## config.mk

```make
export PLATFORM = sky130hd
export DESIGN_NAME = zfbs_ctrl
export DESIGN_NICKNAME = d
export VERILOG_FILES = /design/src/sv/zfbs_pkg.sv /design/src/sv/zfbs_ctrl.sv
export SDC_FILE = /design/constraint.sdc
export NUM_CORES = 1
export LEC_CHECK = 0
export BUFFER_PORTS_ARGS = -buffer_cell sky130_fd_sc_hd__buf_2
export CAP_MARGIN = 20
export CORE_MARGIN = 5
export CORE_UTILIZATION = 50
export DETAILED_ROUTE_END_ITERATION = 6
export GPL_TIMING_DRIVEN = 0
export PLACE_DENSITY = 0.72
export SYNTH_ARGS = -nofsm -noshare
export SYNTH_HDL_FRONTEND = slang
export SYNTH_SLANG_ARGS = --single-unit
```

## constraint.sdc

```tcl
create_clock -name i_clk -period 4.8 [get_ports i_clk]
set_clock_uncertainty 0.15 [all_clocks]
set_input_delay 0 -clock i_clk [delete_from_list [all_inputs] [get_ports i_clk]]
set_output_delay 0 -clock i_clk [all_outputs]
set_load 0.02 [all_outputs]
```

## src/sv/zfbs_pkg.sv

```systemverilog
package zfbs_pkg;

    // buffer depth and derived widths
    localparam int MAX_LEN = 1024;
    localparam int ADDR_W  = $clog2(MAX_LEN);
    localparam int CNT_W   = $clog2(MAX_LEN + 1);
    localparam int OUT_W   = 10;
    localparam int BYTE_W  = 8;

    localparam logic [CNT_W-1:0] MAX_CNT = CNT_W'(MAX_LEN);

    // controller states
    typedef enum logic [2:0] {
        ST_LOAD,
        ST_ZSTART,
        ST_ZMIN,
        ST_ZRD,
        ST_ZCMP,
        ST_SRD,
        ST_SEVAL,
        ST_PUB
    } t_state;

    // text store access: one write, two reads (two copies)
    typedef struct packed {
        logic              we;
        logic [ADDR_W-1:0] waddr;
        logic [BYTE_W-1:0] wdata;
        logic [ADDR_W-1:0] raddr_a;
        logic [ADDR_W-1:0] raddr_b;
    } t_text_port;

    // z-value store access
    typedef struct packed {
        logic              we;
        logic [ADDR_W-1:0] waddr;
        logic [CNT_W-1:0]  wdata;
        logic [ADDR_W-1:0] raddr;
    } t_z_port;

    // positions reported modulo 2**OUT_W
    function automatic logic [OUT_W-1:0] to_out(input logic [CNT_W-1:0] v);
        logic [CNT_W+OUT_W-1:0] wide;
        wide = {{OUT_W{1'b0}}, v};
        return wide[OUT_W-1:0];
    endfunction

endpackage

```

## src/sv/zfbs_ctrl.sv

```systemverilog
module zfbs_ctrl (
    input  logic                        i_clk,
    input  logic                        i_rst_n,
    input  logic                        i_in_valid,
    output logic                        o_in_ready,
    input  logic [zfbs_pkg::BYTE_W-1:0] i_char_in,
    input  logic                        i_is_last,
    output logic                        o_out_valid,
    input  logic                        i_out_ready,
    output logic                        o_found,
    output logic [zfbs_pkg::OUT_W-1:0]  o_match_start,
    output logic [zfbs_pkg::OUT_W-1:0]  o_match_length,
    output logic                        o_overflow,
    output zfbs_pkg::t_text_port        o_text,
    input  logic [zfbs_pkg::BYTE_W-1:0] i_text_rdata_a,
    input  logic [zfbs_pkg::BYTE_W-1:0] i_text_rdata_b,
    output zfbs_pkg::t_z_port           o_zport,
    input  logic [zfbs_pkg::CNT_W-1:0]  i_z_rdata
);
    import zfbs_pkg::*;

    t_state           r_state, n_state;
    logic [CNT_W-1:0] r_count, n_count;
    logic             r_drop, n_drop;
    logic [CNT_W-1:0] r_i, n_i;
    logic [CNT_W-1:0] r_l, n_l;
    logic [CNT_W-1:0] r_r, n_r;
    logic [CNT_W-1:0] r_z, n_z;
    logic [CNT_W-1:0] r_best, n_best;
    logic             r_hit, n_hit;
    logic [CNT_W-1:0] r_start, n_start;
    logic [CNT_W-1:0] r_len, n_len;
    logic             r_out_valid, n_out_valid;
    logic             r_found, n_found;
    logic [OUT_W-1:0] r_mstart, n_mstart;
    logic [OUT_W-1:0] r_mlen, n_mlen;
    logic             r_ovf, n_ovf;

    logic [CNT_W:0]   i_plus_z;
    logic [CNT_W:0]   i_plus_zr;
    logic [CNT_W-1:0] r_minus_i;
    logic [CNT_W-1:0] i_minus_l;
    logic [CNT_W-1:0] i_next;
    logic [CNT_W-1:0] n_len_str;
    logic             fin;

    assign i_plus_z  = {1'b0, r_i} + {1'b0, r_z};
    assign i_plus_zr = {1'b0, r_i} + {1'b0, i_z_rdata};
    assign r_minus_i = r_r - r_i;
    assign i_minus_l = r_i - r_l;
    assign i_next    = r_i + CNT_W'(1);
    assign n_len_str = (r_count < MAX_CNT) ? r_count + CNT_W'(1) : r_count;

    // state and control registers
    always_ff @(posedge i_clk) begin
        if (!i_rst_n) begin
            r_state     <= ST_LOAD;
            r_count     <= '0;
            r_drop      <= 1'b0;
            r_out_valid <= 1'b0;
        end else begin
            r_state     <= n_state;
            r_count     <= n_count;
            r_drop      <= n_drop;
            r_out_valid <= n_out_valid;
        end
    end

    // working and result payload
    always_ff @(posedge i_clk) begin
        r_i      <= n_i;
        r_l      <= n_l;
        r_r      <= n_r;
        r_z      <= n_z;
        r_best   <= n_best;
        r_hit    <= n_hit;
        r_start  <= n_start;
        r_len    <= n_len;
        r_found  <= n_found;
        r_mstart <= n_mstart;
        r_mlen   <= n_mlen;
        r_ovf    <= n_ovf;
    end

    // next state, store accesses
    always_comb begin
        n_state     = r_state;
        n_count     = r_count;
        n_drop      = r_drop;
        n_i         = r_i;
        n_l         = r_l;
        n_r         = r_r;
        n_z         = r_z;
        n_best      = r_best;
        n_hit       = r_hit;
        n_start     = r_start;
        n_len       = r_len;
        n_out_valid = r_out_valid;
        n_found     = r_found;
        n_mstart    = r_mstart;
        n_mlen      = r_mlen;
        n_ovf       = r_ovf;
        fin         = 1'b0;
        o_in_ready  = 1'b0;

        o_text.we      = 1'b0;
        o_text.waddr   = r_count[ADDR_W-1:0];
        o_text.wdata   = i_char_in;
        o_text.raddr_a = i_plus_z[ADDR_W-1:0];
        o_text.raddr_b = r_z[ADDR_W-1:0];
        o_zport.we     = 1'b0;
        o_zport.waddr  = r_i[ADDR_W-1:0];
        o_zport.wdata  = r_z;
        o_zport.raddr  = i_minus_l[ADDR_W-1:0];

        // result taken downstream
        if (r_out_valid && i_out_ready) begin
            n_out_valid = 1'b0;
        end

        case (r_state)
            ST_LOAD: begin
                o_in_ready = 1'b1;
                if (i_in_valid) begin
                    if (r_count < MAX_CNT) begin
                        o_text.we = 1'b1;
                        n_count   = r_count + CNT_W'(1);
                    end else begin
                        n_drop = 1'b1;
                    end
                    if (i_is_last) begin
                        // z[0] is defined as zero
                        o_zport.we    = 1'b1;
                        o_zport.waddr = '0;
                        o_zport.wdata = '0;
                        n_l    = '0;
                        n_r    = '0;
                        n_best = '0;
                        n_hit  = 1'b0;
                        if (n_len_str > CNT_W'(1)) begin
                            n_i     = CNT_W'(1);
                            n_state = ST_ZSTART;
                        end else begin
                            n_i     = '0;
                            n_state = ST_SRD;
                        end
                    end
                end
            end
            ST_ZSTART: begin
                // fetch mirrored z value inside the window
                n_state = ST_ZMIN;
            end
            ST_ZMIN: begin
                if (r_i < r_r) begin
                    n_z = (i_z_rdata < r_minus_i) ? i_z_rdata : r_minus_i;
                end else begin
                    n_z = '0;
                end
                n_state = ST_ZRD;
            end
            ST_ZRD: begin
                if (i_plus_z < {1'b0, r_count}) begin
                    n_state = ST_ZCMP;
                end else begin
                    fin = 1'b1;
                end
            end
            ST_ZCMP: begin
                if (i_text_rdata_a == i_text_rdata_b) begin
                    n_z     = r_z + CNT_W'(1);
                    n_state = ST_ZRD;
                end else begin
                    fin = 1'b1;
                end
            end
            ST_SRD: begin
                o_zport.raddr = r_i[ADDR_W-1:0];
                n_state       = ST_SEVAL;
            end
            ST_SEVAL: begin
                if (i_z_rdata != '0 && i_plus_zr == {1'b0, r_count}
                        && i_z_rdata <= r_best) begin
                    n_hit   = 1'b1;
                    n_start = r_i;
                    n_len   = i_z_rdata;
                    n_state = ST_PUB;
                end else begin
                    if (i_z_rdata > r_best) begin
                        n_best = i_z_rdata;
                    end
                    n_i = i_next;
                    if (i_next == r_count) begin
                        n_state = ST_PUB;
                    end else begin
                        n_state = ST_SRD;
                    end
                end
            end
            ST_PUB: begin
                // load result once the output register is free
                if (!r_out_valid || i_out_ready) begin
                    n_out_valid = 1'b1;
                    n_found     = r_hit;
                    n_mstart    = r_hit ? to_out(r_start) : '0;
                    n_mlen      = r_hit ? to_out(r_len) : '0;
                    n_ovf       = r_drop;
                    n_count     = '0;
                    n_drop      = 1'b0;
                    n_state     = ST_LOAD;
                end
            end
            default: begin
                n_state = ST_LOAD;
            end
        endcase

        // position done: store z, move window, advance
        if (fin) begin
            o_zport.we = 1'b1;
            if (i_plus_z > {1'b0, r_r}) begin
                n_l = r_i;
                n_r = i_plus_z[CNT_W-1:0];
            end
            if (i_next == r_count) begin
                n_i     = '0;
                n_state = ST_SRD;
            end else begin
                n_i     = i_next;
                n_state = ST_ZSTART;
            end
        end
    end

    assign o_out_valid    = r_out_valid;
    assign o_found        = r_found;
    assign o_match_start  = r_mstart;
    assign o_match_length = r_mlen;
    assign o_overflow     = r_ovf;
endmodule
```

### Word-level counts from Yosys, hierarchy flattened

Cells that the tools add are included.

* add/subtract/negate cells: 7
* magnitude comparators: 8
* reductions and logical operators: 20
* equal/unequal tests: 24
* multiplexer cells: 64

Operator list (number)
* $mux 11: 25
* $pmux 11 s2: 4
* $mux 22: 3
* $add 11x1->11 const B: 3
* $add 11x11->12: 2
* $mux 3: 8
* $pmux 3 s8: 1
* $lt 11x11->1: 2
* $ne 3x3->1 const B: 6
* $mux 1: 17
* $ne 2x2->1 const B: 8
* $eq 12x11->1: 1
* $eq 3x3->1 const B: 4
* $gt 12x11->1: 1
* $lt 12x11->1: 1
* $reduce_and 4->1: 3
* $eq 11x11->1: 1
* $gt 11x1->1 const B: 1
* $gt 11x11->1: 1
* $le 11x11->1: 1
* $lt 11x11->1 const B: 1
* $reduce_bool 11->1: 1
* $sub 11x11->11: 1
* $mux 10: 1
* 15 further kinds: 26

* bits of input ports: 40
* flip-flop bits (word level): 114
* word-level logic and storage cells: 139

### Logic depth before layout (Yosys ltp)

* word-level depth: 8
* gate-level depth with buffers: 19
* gate-level depth less buffers: 18

### Worst setup path before layout

OpenSTA, ideal clock, no wires.

* path kind: reg-to-reg
* from: reg r_i[1]
* to: reg r_i[0], enable pin
* buffers on the path: 0
* data required time: 4.361 ns
* slack: 0.449 ns
* clock period less this slack: 4.351 ns
* arrival time: 3.911 ns
* cell stages (with the launch flop): 15
* setup time: 0.289 ns
* cells stage by stage: edfxtp_1 ha_1 a211oi_1 o21bai_1 or4_1 nand2_1 o21ai_0 xnor2_1 ha_1 a22oi_1 o211ai_1 a21oi_1 o31ai_2 or3_1 a21o_1

RTL lines
* start: declaration: RTL line zfbs_ctrl.sv:25 `logic [CNT_W-1:0] r_i, n_i;`
* start signal: assignment: RTL line zfbs_ctrl.sv:71 `r_i <= n_i;`

### Worst setup path in the final report

* from: reg r_i[1]
* to: reg r_z[8] (data pin)

* cells in the longest elaborated chain, start to end: 5
* elaborated cells between the ends (all ways): 6
* classes of those cells: add/sub: 1; order compare: 2; mux: 3

RTL lines
* $sub 11x11->11: RTL line zfbs_ctrl.sv:49 `assign r_minus_i = r_r - r_i;`
* $lt 11x11->1: RTL line zfbs_ctrl.sv:156 `n_z = (i_z_rdata < r_minus_i) ? i_z_rdata : r_minus_i;`
* $mux 11: RTL line zfbs_ctrl.sv:156
* $mux 11 *: RTL line zfbs_ctrl.sv:155 `if (r_i < r_r) begin`
* $pmux 11 s2 *: RTL line zfbs_ctrl.sv:121 `case (r_state)`
* via n_z[8]: RTL line zfbs_ctrl.sv:28 `logic [CNT_W-1:0] r_z, n_z;`
* end signal: assignment: RTL line zfbs_ctrl.sv:74 `r_z <= n_z;`
* end: declaration: RTL line zfbs_ctrl.sv:28

Mark *: on every way through the listed nets, which the timed path passes. The rest lies on a longest branch.
A chain may end at the register's enable or synchronous reset.

==> run summary <==
CP max stage cell: fa_1
CP max stage delay: 0.50 ns
CTS Buffer Depth: 2
met3 Use GR: 4.54%
combinational share of power: 64.7%
Total GRT Usage: 24.2%
port bufs: 126
CTS root buffer: clkbuf_16
final WL: 25000 um
Die Span Y: 142 um
number of setup violations in the final report: 0
flops & latches, synth: 113
post-synthesis sequential area ratio: 34.6%
Hold Path Class: in -> out
DR iter-0 viols: 655
Cell variety after synth: 77
share of cells above drive strength 1: 21.1%
core footprint: 17200 um^2
Hold Vio Cnt, Final: 0
FMAX: 0.216 GHz
WL/cell: 18.3 um
Pre-antenna DRT Iters: 6
Fillers: 1486
Synth async-reset ratio: 0%
area share of the largest cell type after synthesis: 26.1%
critical path's most frequent cell: a21oi_1
Worst EP required: 4.89 ns
Die ar.: 20200 um^2
TritonCTS clock tree: yes
Worst-path clk slew: 0.06 ns
GRT met2 Usage: 39.1%
area of the mapped netlist: 8730 um^2
TNS Setup: 0 ns
Tot Pwr: 7700 uW
Buffers & Inverters on Critical Path: 2
number of global-route vias before repair: 7011
WS Path Type: reg -> reg
largest net degree at the start of global routing: 24
Clock Latency Late Sink: 0.41 ns
DRC: 0
Hold Slack: 0.0678 ns
Cell Int Power: 4090 uW
Crit path max-delay family: compound AO/OA/AOI/OAI gates
cell taking the most area after synthesis: edfxtp_1
grt met1 use: 31.9%
RSZ-0062 raised after global routing: false
Post-Syn Nets: 1087
DR vias/cell: 5.59
gr busiest metal: met2
synthesized instance count: 956
top cells by area, synth: edfxtp_1 (26%), ha_1 (12%), dfxtp_1 (8.5%), xnor2_1 (5.7%), nor2_1 (3.7%)
Final Slew Violations: 0
P_sw: 3620 uW
Rel. slew slack: 26.5%
fin cells: 1364
first-pass GRT wire length: 37500 um
MaxCap Viol Count: 0
slew at the pin closest to its max-slew limit: 1.10 ns
outcome: finished clean
initial antenna violation count: 0
clock sink count: 113
CP arrival: 4.73 ns
maximum vdd ir drop: 0.000710 V
sequential power share: 19.5%
post-DP HPWL: 18700 um
ANT nets after route: 0
crit path cell chain: inv_1 -> fa_1 -> a21o_1 -> a21oi_1 -> o221ai_1 -> a21o_1 -> a21oi_1 -> xor2_1 -> ha_1 -> nand2_1 -> nor3_1 -> nand2_1 -> a21oi_1 -> a211oi_2 -> buf_2 -> mux2_2 -> o22ai_1
Syn Area/Cell: 9.13 um^2
Worst Setup Start Kind: flip-flop
Rows: 48
IO Pins: 135
placed cell count: 1308
routability cong.: 0.939
crit end category: flip-flop
antenna cell count: 0
Initial Util: 50.6%
cts bufs inserted: 17
Sw Share: 47.0%
number of synthesized flops with an enable pin: 76
P&R area growth vs syn: 20.1%
via count: 7622
post-layout minimum cycle time: 4.64 ns
crit-path max FO: 10
yosys warns: 0
Nets: 1257
fin crit share: 96.6%
power per cell area: 735 nW/um^2
power share of the clock group: 15.9%
Most used DFF post-synth: edfxtp_1
CTS H-tree lvls: 4
GR Overflow Total: 0
die width: 142 um
Leak: 0.00463 uW
-- layer usage --
layer | vias up | routed length [um]
li1 | 3735 | -
met1 | 3488 | 10600
met2 | 330 | 11500
met3 | 69 | 1980
met4 | 0 | 941
met5 | - | 0
-- logic make-up (layout without fill, tap and decap cells) --
| logic type | after synthesis | count (layout) | synth area share, % |
|---|---|---|---|
| multiplexers | 35 | 35 | 4.26 |
| adder cells (fa/ha/maj) | 91 | 91 | 13.4 |
| AND/OR/NAND/NOR | 306 | 306 | 17.8 |
| AO/OA/AOI/OAI | 190 | 190 | 14.3 |
| XOR/XNOR | 77 | 77 | 8.05 |
| buffers and inverters | 144 | 327 | 7.60 |
| flip-flops | 113 | 113 | 34.6 |
-- worst paths after layout --
kind / startpoint / depth (start not counted) / end / slack, ns
max: r_i[1] / 17 / r_z[8] / 0.16
min: i_char_in[1] / 2 / o_text[21] / 0.07
max reg2reg: r_i[1] / 17 / r_z[8] / 0.16
min reg2reg: r_l[2] / 2 / r_l[2] / 0.31
-- cell usage after synthesis, types with 3 or more instances --
cell and instances:
o22ai_1 12, and2_1 33, fa_1 4, nor4_1 6, a21boi_0 3, o211ai_1 7, nor2_1 86, nand2_1 59
nand3_1 23, o21a_1 10, a211o_1 4, or2_2 4, nand4_1 15, nand3b_1 6, nor2b_1 9, buf_2 7
nor3_1 23, buf_4 28, a21o_1 15, a2111oi_0 4, a31oi_1 6, or3_1 10, mux2_2 17, o211a_1 3
and3_1 7, xnor2_1 57, o2111ai_1 4, xor2_1 18, dfxtp_1 37, inv_1 80, mux2i_1 18, o21ai_0 28
nand2b_1 8, edfxtp_1 76, ha_1 87, o21bai_1 5, a21oi_1 60, a211oi_1 5, clkbuf_1 26
-- repair_timing --
action / in CTS / in global routing
gates resized for setup: 1 / 7
hold buffers: 15 / 0
setup endpoints to repair: 17 / 42
hold endpoints to repair: 28 / 0
buffers inserted: 5 / 4
-- sequential cells by signal, summed over array words and instances (netlist names) --
signal and flops:
r_r 11, r_len 10, r_hit 1, r_best 11, r_count 11, r_start 10, o_overflow 1, r_l 10
r_drop 1, r_z 11, o_match_length 10, r_i 11, r_state 3, o_match_start 10, o_found 1, o_out_valid 1
-- layout make-up --
cell class	instances	area, um^2	share of cell area, %
buffer	63	363	3.46
clock buffer	19	433	4.13
clock inverter	13	139	1.32
inverter	81	304	2.90
multi-input combinational	699	5080	48.4
sequential	113	3020	28.8
tap	225	282	2.69
timing repair buffer	151	863	8.23
-- cell usage in the layout (no fill, tap or decap), types with 27 or more instances in the layout --
cell type / instances
ha_1: 87
clkbuf_1: 27
nor2_1: 85
o21ai_0: 28
edfxtp_1: 76
dfxtp_1: 37
buf_2: 133
and2_1: 33
nand2_1: 59
inv_1: 80
xnor2_1: 56
a21oi_1: 59
buf_4: 37
-- power groups by stage --
| stage | combinational [uW] | sequential [uW] | clock [uW] |
|---|---|---|---|
| after floorplan | 3590 | 1420 | 0 |
| after global placement | 4650 | 1570 | 0 |
| after detailed placement | 4720 | 1570 | 0 |
| after CTS | 4880 | 1500 | 1230 |
| after global routing | 5480 | 1510 | 1280 |
| final | 4980 | 1500 | 1220 |
-- metrics by stage --
stage          utilization, %  cell area [um^2]  setup WS (ns)
3_3_place_gp             55.9              9640         -0.488
3_5_place_dp             56.0              9660         -0.505
6_report                 60.8             10500          0.162
4_1_cts                  60.5             10400        0.00594
2_1_floorplan               -              8730          0.449
5_1_grt                  60.8             10500         0.0179
Power figures use the tool's default switching activity.
